File: src/design/mft_pkg.sv
// Package for the multi-turn motor feedback tracker.
// Shared constants, status codes, config indexes and the tracker request/response types.
// No dependencies.
package mft_pkg;

    localparam int ENCODER_COUNTS = 8192;
    localparam int ANGLE_W        = 13;
    localparam int TURN_W         = 16;
    localparam int FCNT_W         = 6;
    localparam int POS_W          = 30;
    localparam int RECIP_W        = 16;
    localparam int DATA_W         = 16;
    localparam int MIDX_W         = 3;
    localparam int ID_W           = 11;
    localparam int CFG_IDX_W      = 2;

    localparam logic [ID_W-1:0] BASE_ID = 11'h201;

    localparam logic signed [TURN_W-1:0] TURN_MAX = 16'sd32767;
    localparam logic signed [TURN_W-1:0] TURN_MIN = -16'sd32767;

    localparam logic signed [31:0] POS_MAX = 32'sd536870911;
    localparam logic signed [31:0] POS_MIN = -32'sd536870912;

    typedef enum logic [1:0] {
        ST_UPDATED = 2'd0,
        ST_CAPTURE = 2'd1,
        ST_BAD_ID  = 2'd2
    } status_t;

    typedef enum logic [CFG_IDX_W-1:0] {
        CFG_SETTLE  = 2'd0,
        CFG_TYPES   = 2'd1,
        CFG_RECIP_A = 2'd2,
        CFG_RECIP_B = 2'd3
    } cfg_idx_t;

    typedef struct packed {
        logic               upd;
        logic [MIDX_W-1:0]  index;
        logic [ANGLE_W-1:0] angle;
        logic [FCNT_W-1:0]  settle;
    } trk_req_t;

    typedef struct packed {
        status_t                  status;
        logic signed [POS_W-1:0]  pos;
    } trk_rsp_t;

endpackage

File: src/design/mft_track.sv
// Per-motor tracking table: offset capture, turn unwrapping and rotor position.
// Depends on mft_pkg. Response is combinational from the table; table updates on req.upd.
module mft_track #(
    parameter int NUM_MOTORS = 8
) (
    input  logic              aclk,
    input  logic              aresetn,
    input  mft_pkg::trk_req_t req,
    output mft_pkg::trk_rsp_t rsp
);

    localparam int IDX_W = (NUM_MOTORS > 1) ? $clog2(NUM_MOTORS) : 1;
    localparam logic signed [mft_pkg::ANGLE_W:0] HALF =
        (mft_pkg::ANGLE_W+1)'(mft_pkg::ENCODER_COUNTS / 2);
    localparam logic signed [31:0] ENC_S = 32'(mft_pkg::ENCODER_COUNTS);

    logic [mft_pkg::FCNT_W-1:0]         fcnt_reg   [NUM_MOTORS];
    logic [mft_pkg::ANGLE_W-1:0]        prev_reg   [NUM_MOTORS];
    logic signed [mft_pkg::TURN_W-1:0]  turn_reg   [NUM_MOTORS];
    logic [mft_pkg::ANGLE_W-1:0]        offset_reg [NUM_MOTORS];

    logic [IDX_W-1:0]                   idx;
    logic [mft_pkg::FCNT_W-1:0]         fcnt;
    logic [mft_pkg::ANGLE_W-1:0]        prev;
    logic signed [mft_pkg::TURN_W-1:0]  turn;
    logic [mft_pkg::ANGLE_W-1:0]        offset;
    logic                               capture;
    logic signed [mft_pkg::ANGLE_W:0]   diff;
    logic [mft_pkg::FCNT_W-1:0]         fcnt_next;
    logic signed [mft_pkg::TURN_W-1:0]  turn_next;
    logic [mft_pkg::ANGLE_W-1:0]        offset_next;
    logic signed [31:0]                 pos_full;
    logic signed [31:0]                 pos_sat;

    assign idx    = req.index[IDX_W-1:0];
    assign fcnt   = fcnt_reg[idx];
    assign prev   = prev_reg[idx];
    assign turn   = turn_reg[idx];
    assign offset = offset_reg[idx];

    assign capture = (fcnt < req.settle);
    assign diff    = $signed({1'b0, req.angle}) - $signed({1'b0, prev});

    always_comb begin
        fcnt_next   = fcnt;
        turn_next   = turn;
        offset_next = offset;
        if (capture) begin
            fcnt_next   = fcnt + 1'b1;
            offset_next = req.angle;
        end else if (diff > HALF) begin
            if (turn != mft_pkg::TURN_MIN) begin
                turn_next = turn - 1'b1;
            end
        end else if (diff < -HALF) begin
            if (turn != mft_pkg::TURN_MAX) begin
                turn_next = turn + 1'b1;
            end
        end
    end

    always_comb begin
        pos_full = $signed(32'(turn_next)) * ENC_S
                 + $signed(32'(req.angle)) - $signed(32'(offset_next));
        if (pos_full > mft_pkg::POS_MAX) begin
            pos_sat = mft_pkg::POS_MAX;
        end else if (pos_full < mft_pkg::POS_MIN) begin
            pos_sat = mft_pkg::POS_MIN;
        end else begin
            pos_sat = pos_full;
        end
    end

    assign rsp.status = capture ? mft_pkg::ST_CAPTURE : mft_pkg::ST_UPDATED;
    assign rsp.pos    = pos_sat[mft_pkg::POS_W-1:0];

    always_ff @(posedge aclk) begin
        if (!aresetn) begin
            for (int i = 0; i < NUM_MOTORS; i++) begin
                fcnt_reg[i]   <= '0;
                prev_reg[i]   <= '0;
                turn_reg[i]   <= '0;
                offset_reg[i] <= '0;
            end
        end else if (req.upd) begin
            fcnt_reg[idx]   <= fcnt_next;
            prev_reg[idx]   <= req.angle;
            turn_reg[idx]   <= turn_next;
            offset_reg[idx] <= offset_next;
        end
    end

endmodule

File: src/design/motor_feedback_multiturn_tracker.sv
// Multi-turn motor feedback tracker, top level. Stages from input accept to m_tvalid:
// input reg loads at the accept edge, then table stage, multiply stage, output reg.
// Throughput: one word per cycle unless m_tready stalls the output; the per-motor table
// read-modify-write sits in a single stage, so back-to-back words for the same motor
// need no forwarding. aresetn (sync, low) clears the motor table, all stage valids and
// loads the config reset values.
module motor_feedback_multiturn_tracker #(
    parameter int NUM_MOTORS = 8
) (
    input  logic         aclk,
    input  logic         aresetn,
    // config write port
    input  logic         cfg_we,
    input  logic [1:0]   cfg_index,
    input  logic [15:0]  cfg_wdata,
    // input stream
    input  logic         s_tvalid,
    output logic         s_tready,
    // {current_word[55:40], speed_word[39:24], angle_word[23:11], frame_id[10:0]}
    input  logic [55:0]  s_tdata,
    // result stream
    output logic         m_tvalid,
    input  logic         m_tready,
    // status[1:0], motor_index[4:2], rotor_angle[17:5], rotor_position[47:18],
    // axis_angle[95:48], axis_speed[127:96], rotor_speed[143:128], motor_current[159:144]
    output logic [159:0] m_tdata
);

    localparam int AW  = mft_pkg::ANGLE_W;
    localparam int DW  = mft_pkg::DATA_W;
    localparam int PW  = mft_pkg::POS_W;
    localparam int RW  = mft_pkg::RECIP_W;
    localparam int PRW = PW + RW + 1;   // pos * recip
    localparam int SPW = DW + RW + 1;   // speed * recip
    localparam int A3W = PRW + 9;       // times 360

    // config
    logic [mft_pkg::FCNT_W-1:0] settle_reg;
    logic [7:0]                 types_reg;
    logic [RW-1:0]              recip_a_reg;
    logic [RW-1:0]              recip_b_reg;

    always_ff @(posedge aclk) begin
        if (!aresetn) begin
            settle_reg  <= 6'd50;
            types_reg   <= 8'd0;
            recip_a_reg <= 16'd3413;
            recip_b_reg <= 16'd1820;
        end else if (cfg_we) begin
            case (mft_pkg::cfg_idx_t'(cfg_index))
                mft_pkg::CFG_SETTLE:  settle_reg  <= cfg_wdata[mft_pkg::FCNT_W-1:0];
                mft_pkg::CFG_TYPES:   types_reg   <= cfg_wdata[7:0];
                mft_pkg::CFG_RECIP_A: recip_a_reg <= cfg_wdata;
                mft_pkg::CFG_RECIP_B: recip_b_reg <= cfg_wdata;
                default: ;
            endcase
        end
    end

    // pipeline flow control
    logic s0_valid_reg, s1_valid_reg, s2_valid_reg, m_valid_reg;
    logic out_free, s2_free, s1_free, s0_free;

    assign out_free = !m_valid_reg || m_tready;
    assign s2_free  = !s2_valid_reg || out_free;
    assign s1_free  = !s1_valid_reg || s2_free;
    assign s0_free  = !s0_valid_reg || s1_free;
    assign s_tready = s0_free;

    always_ff @(posedge aclk) begin
        if (!aresetn) begin
            s0_valid_reg <= 1'b0;
            s1_valid_reg <= 1'b0;
            s2_valid_reg <= 1'b0;
            m_valid_reg  <= 1'b0;
        end else begin
            if (s0_free)  s0_valid_reg <= s_tvalid;
            if (s1_free)  s1_valid_reg <= s0_valid_reg;
            if (s2_free)  s2_valid_reg <= s1_valid_reg;
            if (out_free) m_valid_reg  <= s2_valid_reg;
        end
    end

    // stage 0: input register
    logic [mft_pkg::ID_W-1:0] s0_id_reg;
    logic [AW-1:0]            s0_angle_reg;
    logic [DW-1:0]            s0_speed_reg;
    logic [DW-1:0]            s0_current_reg;

    always_ff @(posedge aclk) begin
        if (s0_free && s_tvalid) begin
            s0_id_reg      <= s_tdata[10:0];
            s0_angle_reg   <= s_tdata[23:11];
            s0_speed_reg   <= s_tdata[39:24];
            s0_current_reg <= s_tdata[55:40];
        end
    end

    // stage 1: table update and rotor position
    logic [mft_pkg::ID_W-1:0]   id_off;
    logic                       id_ok;
    logic [mft_pkg::MIDX_W-1:0] midx;
    mft_pkg::trk_req_t          trk_req;
    mft_pkg::trk_rsp_t          trk_rsp;

    assign id_off = s0_id_reg - mft_pkg::BASE_ID;
    assign id_ok  = (s0_id_reg >= mft_pkg::BASE_ID) &&
                    (id_off < mft_pkg::ID_W'(NUM_MOTORS));
    assign midx   = id_off[mft_pkg::MIDX_W-1:0];

    assign trk_req.upd    = s0_valid_reg && s1_free && id_ok;
    assign trk_req.index  = midx;
    assign trk_req.angle  = s0_angle_reg;
    assign trk_req.settle = settle_reg;

    mft_track #(
        .NUM_MOTORS (NUM_MOTORS)
    ) u_track (
        .aclk    (aclk),
        .aresetn (aresetn),
        .req     (trk_req),
        .rsp     (trk_rsp)
    );

    mft_pkg::status_t           s1_status_reg;
    logic [mft_pkg::MIDX_W-1:0] s1_midx_reg;
    logic [AW-1:0]              s1_angle_reg;
    logic signed [PW-1:0]       s1_pos_reg;
    logic [RW-1:0]              s1_recip_reg;
    logic [DW-1:0]              s1_speed_reg;
    logic [DW-1:0]              s1_current_reg;

    always_ff @(posedge aclk) begin
        if (s1_free && s0_valid_reg) begin
            if (id_ok) begin
                s1_status_reg  <= trk_rsp.status;
                s1_midx_reg    <= midx;
                s1_angle_reg   <= s0_angle_reg;
                s1_pos_reg     <= trk_rsp.pos;
                s1_recip_reg   <= types_reg[midx] ? recip_b_reg : recip_a_reg;
                s1_speed_reg   <= s0_speed_reg;
                s1_current_reg <= s0_current_reg;
            end else begin
                // bad id: every field but status is zero
                s1_status_reg  <= mft_pkg::ST_BAD_ID;
                s1_midx_reg    <= '0;
                s1_angle_reg   <= '0;
                s1_pos_reg     <= '0;
                s1_recip_reg   <= '0;
                s1_speed_reg   <= '0;
                s1_current_reg <= '0;
            end
        end
    end

    // stage 2: multiplies
    mft_pkg::status_t           s2_status_reg;
    logic [mft_pkg::MIDX_W-1:0] s2_midx_reg;
    logic [AW-1:0]              s2_angle_reg;
    logic signed [PW-1:0]       s2_pos_reg;
    logic signed [PRW-1:0]      s2_prod_reg;
    logic signed [SPW-1:0]      s2_sprod_reg;
    logic [DW-1:0]              s2_speed_reg;
    logic [DW-1:0]              s2_current_reg;

    always_ff @(posedge aclk) begin
        if (s2_free && s1_valid_reg) begin
            s2_status_reg  <= s1_status_reg;
            s2_midx_reg    <= s1_midx_reg;
            s2_angle_reg   <= s1_angle_reg;
            s2_pos_reg     <= s1_pos_reg;
            s2_prod_reg    <= PRW'(s1_pos_reg * $signed({1'b0, s1_recip_reg}));
            s2_sprod_reg   <= SPW'($signed(s1_speed_reg) * $signed({1'b0, s1_recip_reg}));
            s2_speed_reg   <= s1_speed_reg;
            s2_current_reg <= s1_current_reg;
        end
    end

    // output stage: times 360 by shift-add, floor divide by the encoder count
    logic signed [A3W-1:0] prod_ext;
    logic signed [A3W-1:0] ang360;
    logic signed [A3W-1:0] ang_div;
    logic [159:0]          m_data_reg;

    assign prod_ext = A3W'(s2_prod_reg);
    assign ang360   = (prod_ext <<< 8) + (prod_ext <<< 6) + (prod_ext <<< 5) + (prod_ext <<< 3);
    assign ang_div  = ang360 >>> $clog2(mft_pkg::ENCODER_COUNTS);

    always_ff @(posedge aclk) begin
        if (out_free && s2_valid_reg) begin
            m_data_reg <= {s2_current_reg,
                           s2_speed_reg,
                           s2_sprod_reg[31:0],
                           48'(ang_div),
                           s2_pos_reg,
                           s2_angle_reg,
                           s2_midx_reg,
                           s2_status_reg};
        end
    end

    assign m_tvalid = m_valid_reg;
    assign m_tdata  = m_data_reg;

    // checks
    a_bad_id_zero: assert property (@(posedge aclk) disable iff (!aresetn)
        m_valid_reg && (m_data_reg[1:0] == mft_pkg::ST_BAD_ID) |-> (m_data_reg[159:2] == '0))
        else $error("bad id result carries nonzero payload");

    a_capture_pos: assert property (@(posedge aclk) disable iff (!aresetn)
        m_valid_reg && (m_data_reg[1:0] == mft_pkg::ST_CAPTURE) |-> (m_data_reg[30:18] == '0))
        else $error("capture result position not a whole number of turns");

    a_stall_full: assert property (@(posedge aclk) disable iff (!aresetn)
        !s_tready |-> (s0_valid_reg && s1_valid_reg && s2_valid_reg && m_valid_reg))
        else $error("input stalled while a pipeline stage is empty");

    a_upd_once: assert property (@(posedge aclk) disable iff (!aresetn)
        trk_req.upd |=> s1_valid_reg && (s1_status_reg != mft_pkg::ST_BAD_ID))
        else $error("table update without matching stage 1 word");

endmodule

File: config.mk
export PLATFORM = sky130hd
export DESIGN_NAME = motor_feedback_multiturn_tracker
export DESIGN_NICKNAME = d
export VERILOG_FILES = /design/src/design/mft_pkg.sv /design/src/design/mft_track.sv /design/src/design/motor_feedback_multiturn_tracker.sv
export SDC_FILE = /design/constraint.sdc
export NUM_CORES = 2
export LEC_CHECK = 0
export BUFFER_PORTS_ARGS = -buffer_cell sky130_fd_sc_hd__buf_4
export CAP_MARGIN = 30
export CORE_UTILIZATION = 53
export CTS_BUF_LIST = sky130_fd_sc_hd__clkbuf_4 sky130_fd_sc_hd__clkbuf_8
export DETAILED_ROUTE_END_ITERATION = 7
export GPL_TIMING_DRIVEN = 1
export PLACE_DENSITY = 0.68
export SETUP_SLACK_MARGIN = 0.15
export SYNTH_ARGS = -nofsm -noshare
export SYNTH_HDL_FRONTEND = slang
export SYNTH_SLANG_ARGS = --single-unit
File: constraint.sdc
create_clock -name aclk -period 14.5 [get_ports aclk]
set_input_delay 2.175 -clock aclk [delete_from_list [all_inputs] [get_ports aclk]]
set_output_delay 2.175 -clock aclk [all_outputs]
set_load 0.05 [all_outputs]
# Word level (Yosys, flattened, before mapping)
# Memories as Yosys holds them, arrays and structs flattened.
# Cells that the tools add are included.
dict set report op_classes {
  n_lt_le_gt_ge 8
  reduce_logical 24
  bitwise_logic 1
  n_mux 29
  n_addsub 10
  multipliers 2
  n_eq_ne 5
}
# operator count
set op_table {}
lappend op_table {{two-way mux 16 bit} 7}
lappend op_table {{adder 55 x 53 -> 56 bit} 1}
lappend op_table {{adder 56 x 50 -> 56 bit} 1}
lappend op_table {{adder 56 x 52 -> 56 bit} 1}
lappend op_table {{multiplier 30 x 17 -> 47 bit} 1}
lappend op_table {{two-way mux 13 bit} 3}
lappend op_table {{> comparator 32 x 30 -> 1 bit (second input constant)} 1}
lappend op_table {{less-than comparator 32 x 30 -> 1 bit (second input constant)} 1}
lappend op_table {{multiplier 16 x 17 -> 32 bit} 1}
lappend op_table {{!= test 16 bit (second input constant)} 2}
lappend op_table {{subtractor 30 x 14 -> 31 bit} 1}
lappend op_table {{adder 29 x 14 -> 30 bit} 1}
lappend op_table {{two-way mux 30 bit} 1}
lappend op_table {{two-way mux 29 bit} 1}
lappend op_table {{OR reduction 13 bit} 2}
lappend op_table {{adder 16 x 1 -> 16 bit (second input constant)} 1}
lappend op_table {{OR reduction 16 bit} 1}
lappend op_table {{subtractor 16 x 1 -> 16 bit (second input constant)} 1}
lappend op_table {{> comparator 14 bit (second input constant)} 1}
lappend op_table {{less-than comparator 14 x 13 -> 1 bit (second input constant)} 1}
lappend op_table {{subtractor 13 x 13 -> 14 bit} 1}
lappend op_table {{two-way mux 3 bit} 4}
lappend op_table {{two-way mux 6 bit} 2}
lappend op_table {{>= comparator 11 x 10 -> 1 bit (second input constant)} 1}
lappend op_table {{other kinds (17)} 41}
dict set report word_totals {
  wordCells 112
  register_bits 521
  in_bits 79
  ramBits 384
  memories 4
  output_inout_bits 162
}
# memory depth width rd rd_clocked_by_memory_dff write_ports line
set memory_table {}
lappend memory_table {u_track.turn_reg 8 16 1 0 8 mft_track.sv:19} ;# logic signed [mft_pkg::TURN_W-1:0] turn_reg [NUM_MOTORS];
lappend memory_table {u_track.offset_reg 8 13 1 0 8 mft_track.sv:20} ;# logic [mft_pkg::ANGLE_W-1:0] offset_reg [NUM_MOTORS];
lappend memory_table {u_track.prev_reg 8 13 1 0 8 mft_track.sv:18} ;# logic [mft_pkg::ANGLE_W-1:0] prev_reg [NUM_MOTORS];
lappend memory_table {u_track.fcnt_reg 8 6 1 0 8 mft_track.sv:17} ;# logic [mft_pkg::FCNT_W-1:0] fcnt_reg [NUM_MOTORS];

# Logic depth before layout (Yosys ltp)
# An unclocked memory read counts as a cell.
dict set report logic_depth {
  depth_word 12
  ltp_mapped 40
}

# Modules after synthesis
# A second synthesis with hierarchy kept.
dict set report hier_totals {
  cells_unflattened 5806
  area_unflattened_um2 65838.1
}
# mod n_inst area_per_inst_um2 cells_per_inst
set modules_own_cells {}
lappend modules_own_cells {motor_feedback_multiturn_tracker 1 46659.8 4187}
lappend modules_own_cells {mft_track 1 19178.4 1619}

# Worst setup path before layout
# OpenSTA, ideal clock, no wires.
dict set report synth_path {
  path_type {input to register}
  startpoint {input port m_tready}
  endpoint {memory u_track.fcnt_reg[0][0] (netlist name) (enable)}
  path_slack_ns 1.909
  cell_stages 9
  n_path_buf 3
  arrival_ns 12.185
  required_ns 14.093
  cell_sequence {nor2b_1 -> and2_0 -> a21boi_0 -> and3_1 -> clkbuf_1 -> clkbuf_1 -> nand2_1 -> clkbuf_1 -> nand2_1}
}
# element line
set synth_rtl {}
lappend synth_rtl {{start: declaration} motor_feedback_multiturn_tracker.sv:23} ;# input logic m_tready,
lappend synth_rtl {{end: declaration} mft_track.sv:17}

# Worst setup path after layout
dict set report layout_path {
  startpoint {register s0_id_reg[0] (netlist name)}
  endpoint {register s1_pos_reg[10], data pin}
}
dict set report layout_via {
  word_cells_on_any_way 28
  cone_classes {add/sub (6); order compare (7); eq/ne (2); mux (8); reduce/logical (1); memory (4)}
}
# element line
set layout_rtl {}
lappend layout_rtl {{start: declaration} motor_feedback_multiturn_tracker.sv:85} ;# logic [mft_pkg::ID_W-1:0] s0_id_reg;
lappend layout_rtl {{start signal: assignment} motor_feedback_multiturn_tracker.sv:92} ;# s0_id_reg <= s_tdata[10:0];
lappend layout_rtl {{subtractor 11 x 10 -> 11 bit *} motor_feedback_multiturn_tracker.sv:106} ;# assign id_off = s0_id_reg - mft_pkg::BASE_ID;
lappend layout_rtl {{via id_off (one bit)} motor_feedback_multiturn_tracker.sv:100} ;# logic [mft_pkg::ID_W-1:0] id_off;
lappend layout_rtl {{memory (8 x 6 bit)} -}
lappend layout_rtl {{less-than comparator 6 bit} mft_track.sv:41} ;# assign capture = (fcnt < req.settle);
lappend layout_rtl {{two-way mux 13 bit *} mft_track.sv:48} ;# if (capture) begin
lappend layout_rtl {{via u_track.offset_next (one bit)} mft_track.sv:31} ;# logic [mft_pkg::ANGLE_W-1:0] offset_next;
lappend layout_rtl {{subtractor 30 x 14 -> 31 bit *} mft_track.sv:64} ;# + $signed(32'(req.angle)) - $signed(32'(offset_next));
lappend layout_rtl {{less-than comparator 32 x 30 -> 1 bit} mft_track.sv:67} ;# end else if (pos_full < mft_pkg::POS_MIN) begin
lappend layout_rtl {{two-way mux 30 bit} mft_track.sv:67}
lappend layout_rtl {{two-way mux 29 bit *} mft_track.sv:65} ;# if (pos_full > mft_pkg::POS_MAX) begin
lappend layout_rtl {{end signal: assignment} motor_feedback_multiturn_tracker.sv:139} ;# s1_pos_reg <= trk_rsp.pos;
lappend layout_rtl {{end: declaration} motor_feedback_multiturn_tracker.sv:128} ;# logic signed [PW-1:0] s1_pos_reg;
# The timed path passes the listed nets; every way through them passes the cells marked *.
# A chain may end at the register's enable or synchronous reset.

==> impl_results.md <==
- H-tree levels: 4
- Worst setup path end: s1_pos_reg[10]$_SDFFCE_PN0P_
- Critical Path Start Type: flip-flop
- CP Launch Point: s0_id_reg[0]$_DFFE_PP_
- Routed wire length: about 160 mm
- Share of cells above drive strength 1: 0.109
- HP Start: s2_angle_reg[0]$_DFFE_PP_
- Share of flip-flops with an asynchronous set or reset: 0
- CP max stage cell: nor3b_1
- FF-to-FF Start: s0_id_reg[0]$_DFFE_PP_
- RSZ-0062 raised after global routing: false
- Via-to-Cell Ratio: 5.61
- F_max: between 100 and 150 MHz
- Post-synth top cells: edfxtp_1, inv_1, fa_1
- Post-synth net total: ~6,800
- Drt wl/cell: just over 20 microns
- Clock Tree Root: clkbuf_8
- Initial antenna violation count: 5
- Worst-Margin Slew: about 1.1 ns
- Horiz. Die Dim: approximately 350 microns
- PD cells: roughly 150 nW/um^2
- Utilization after layout: 0.593
- Post-synthesis cell count: between 5,000 and 6,000
- Most common cell in the synthesized netlist: edfxtp_1
- Initial Util: 0.536
- Req. time, crit path: ~15 ns
- Post-synth cell types: 91
- Area of the multi-input gates: around 34,000 sq um
- Final GP Congestion: approximately 0.9
- Core Box Area: around 120,000 sq um
- Critical path class: flip-flop to flip-flop
- Post-CTS Resized: 0
- Fin worst setup slack: 4.51 ns
- Slew Limit Fails: 0
- Synth warn: 0
- Ports: between 200 and 250
- CP max FO: 60
- DR vias: approximately 42,000
- DP Area: a little under 70,000 sq um
- Storage element area: around 27,000 sq um
- Crit path DAT: 10.57 ns
- Final nets: around 7,000
- Drt first pass iters: 5
- Crit path capture type: flip-flop
- Area Growth Syn to Fin: 10.6%
- Dpl cells: 7,290
- CP delay by family, top: simple AND/OR/NAND/NOR gates
- Post-synth top area cell: edfxtp_1
- # hold bufs at CTS: 0
- Setup Viol. Count Final: 0
- Cell leakage power: 30.7 nW
- Chip Height: approximately 350 microns
- Hpwl dp: slightly above 100 mm
- Cell Area, Synth: roughly 65,000 sq um
- Primary FF master, synth: edfxtp_1
- Final hold violations: 0
- Place WS: about 4.7 ns
- CP most frequent cell: buf_4
- Largest register FFs: 155
- Longest Clk Path Bufs: 3
- Max-cap violations: 0
- Worst path max stage delay: 0.90 ns
- ANT nets after route: 0
- Total track usage: 0.263
- Slew Limit Headroom: 0.265
- Flop2flop setup slack: between 4 and 5 ns
- Post-Syn Area per Cell: 11.5 sq um
- Initial DRC Count: around 3,400
- Total gr overflow: 0
- Reg-to-Reg End: s1_pos_reg[10]$_SDFFCE_PN0P_
- Global-route wire length before repair: around 250 mm
- Ranking of synthesized cells by area: edfxtp_1, fa_1, ha_1
- Largest net degree at the start of global routing: approximately 100
- Port bufs: 240
- WP depth: 35
- Period minus WS final: 9.99 ns
- EDFF count, synth: 850
- Fin area: 71,300 sq um
- Final Skew: 0.0678 ns
- Fillers: 9,850
- Register area share after synthesis: 0.411
- FP Rows: ~130
- Setup TNS Final: 0 ns
- TritonCTS clock tree: built
- #FFs+latches synth: 900
- VDD IR-drop max: ~0.00018 V
- Post-synth top area share: 0.396
- Final worst-path cycle share: 0.689
- Vias in the first global route: 45,000
- Reg2reg path depth: 35
- Final non-filler cell total: ~7,600
- Number of clock sinks: 900
- HP Class: flip-flop to flip-flop
- Worst skew pair latency: between 0.9 and 1 ns
- Clock transition at path regs: around 0.06 ns
- DR DRC count: 0
- Postcts setup bufs: 0
- CTS Buf Count: approximately 150
- Outcome: finished clean
- Die Area: between 100,000 and 150,000 sq um
- CP Buf/Inv Count: 7
cell type report:
cell class,count,area share
Antenna cell,3,0.000105
Clock buffer,209,0.0356
Clock inverter,68,0.0104
Inverter,798,0.0420
Multi-Input combinational cell,3669,0.478
Sequential cell,900,0.372
Tap cell,1612,0.0283
Timing Repair Buffer,312,0.0335
worst min-delay path by stage:
stage / end / slack [ns] / cells after the start
after floorplan: m_tdata[0]$_DFFE_PP_ / 0.40 / 0
after global placement: s2_current_reg[14]$_DFFE_PP_ / 0.40 / 0
after detailed placement: m_tdata[138]$_DFFE_PP_ / 0.40 / 0
after CTS: m_tdata[5]$_DFFE_PP_ / 0.37 / 0
after global routing: m_tdata[5]$_DFFE_PP_ / 0.37 / 0
final: m_tdata[5]$_DFFE_PP_ / 0.38 / 0
per-stage QoR:
step	total power [mW]	hold slack, ns
after detailed placement	8.21	0.405
after global routing	11.5	0.374
final	10.6	0.380
after CTS	10.7	0.375
after floorplan	7.15	0.400
after global placement	8.13	0.400
cell families after synthesis:
group,share of synthesized area
AND/OR/NAND/NOR,0.136
flip-flops,0.411
buffers and inverters,0.0629
XOR/XNOR,0.0189
adder cells (fa/ha/maj),0.293
AO/OA/AOI/OAI,0.0597
multiplexers,0.0181
layer usage:
layer  track usage  wire length, microns  vias up
met5             0                    13        -
met4        0.0901                  4690        2
met3        0.0483                 11400      319
met2         0.439                 76300     1578
met1         0.346                 63900    21500
li1              -                     -    19000
where the power goes:
group / switching (mW) / internal [mW]
registers: 0.155 / 3.27
logic: 2.73 / 2.02
clock network: 1.12 / 1.32
total: 4.01 / 6.61
placed cells by master, fill, tap and decap left out, types with 23 or more instances in the layout:
cell,n
a21o_1,53
a21oi_1,116
a221oi_1,46
a22o_1,47
a22oi_1,42
a31oi_1,26
and2_1,335
and3_1,141
buf_4,309
clkbuf_4,54
clkbuf_8,155
clkinv_1,41
dfxtp_1,50
edfxtp_1,850
fa_1,745
ha_1,318
inv_1,783
mux2i_1,61
nand2_1,606
nand2b_1,38
nand3_1,68
nand4_1,23
nor2_1,444
nor2b_1,39
nor3_1,40
o21a_1,24
o21ai_0,56
xnor2_1,101
xor2_1,35
(Power assumes the default switching activity.)
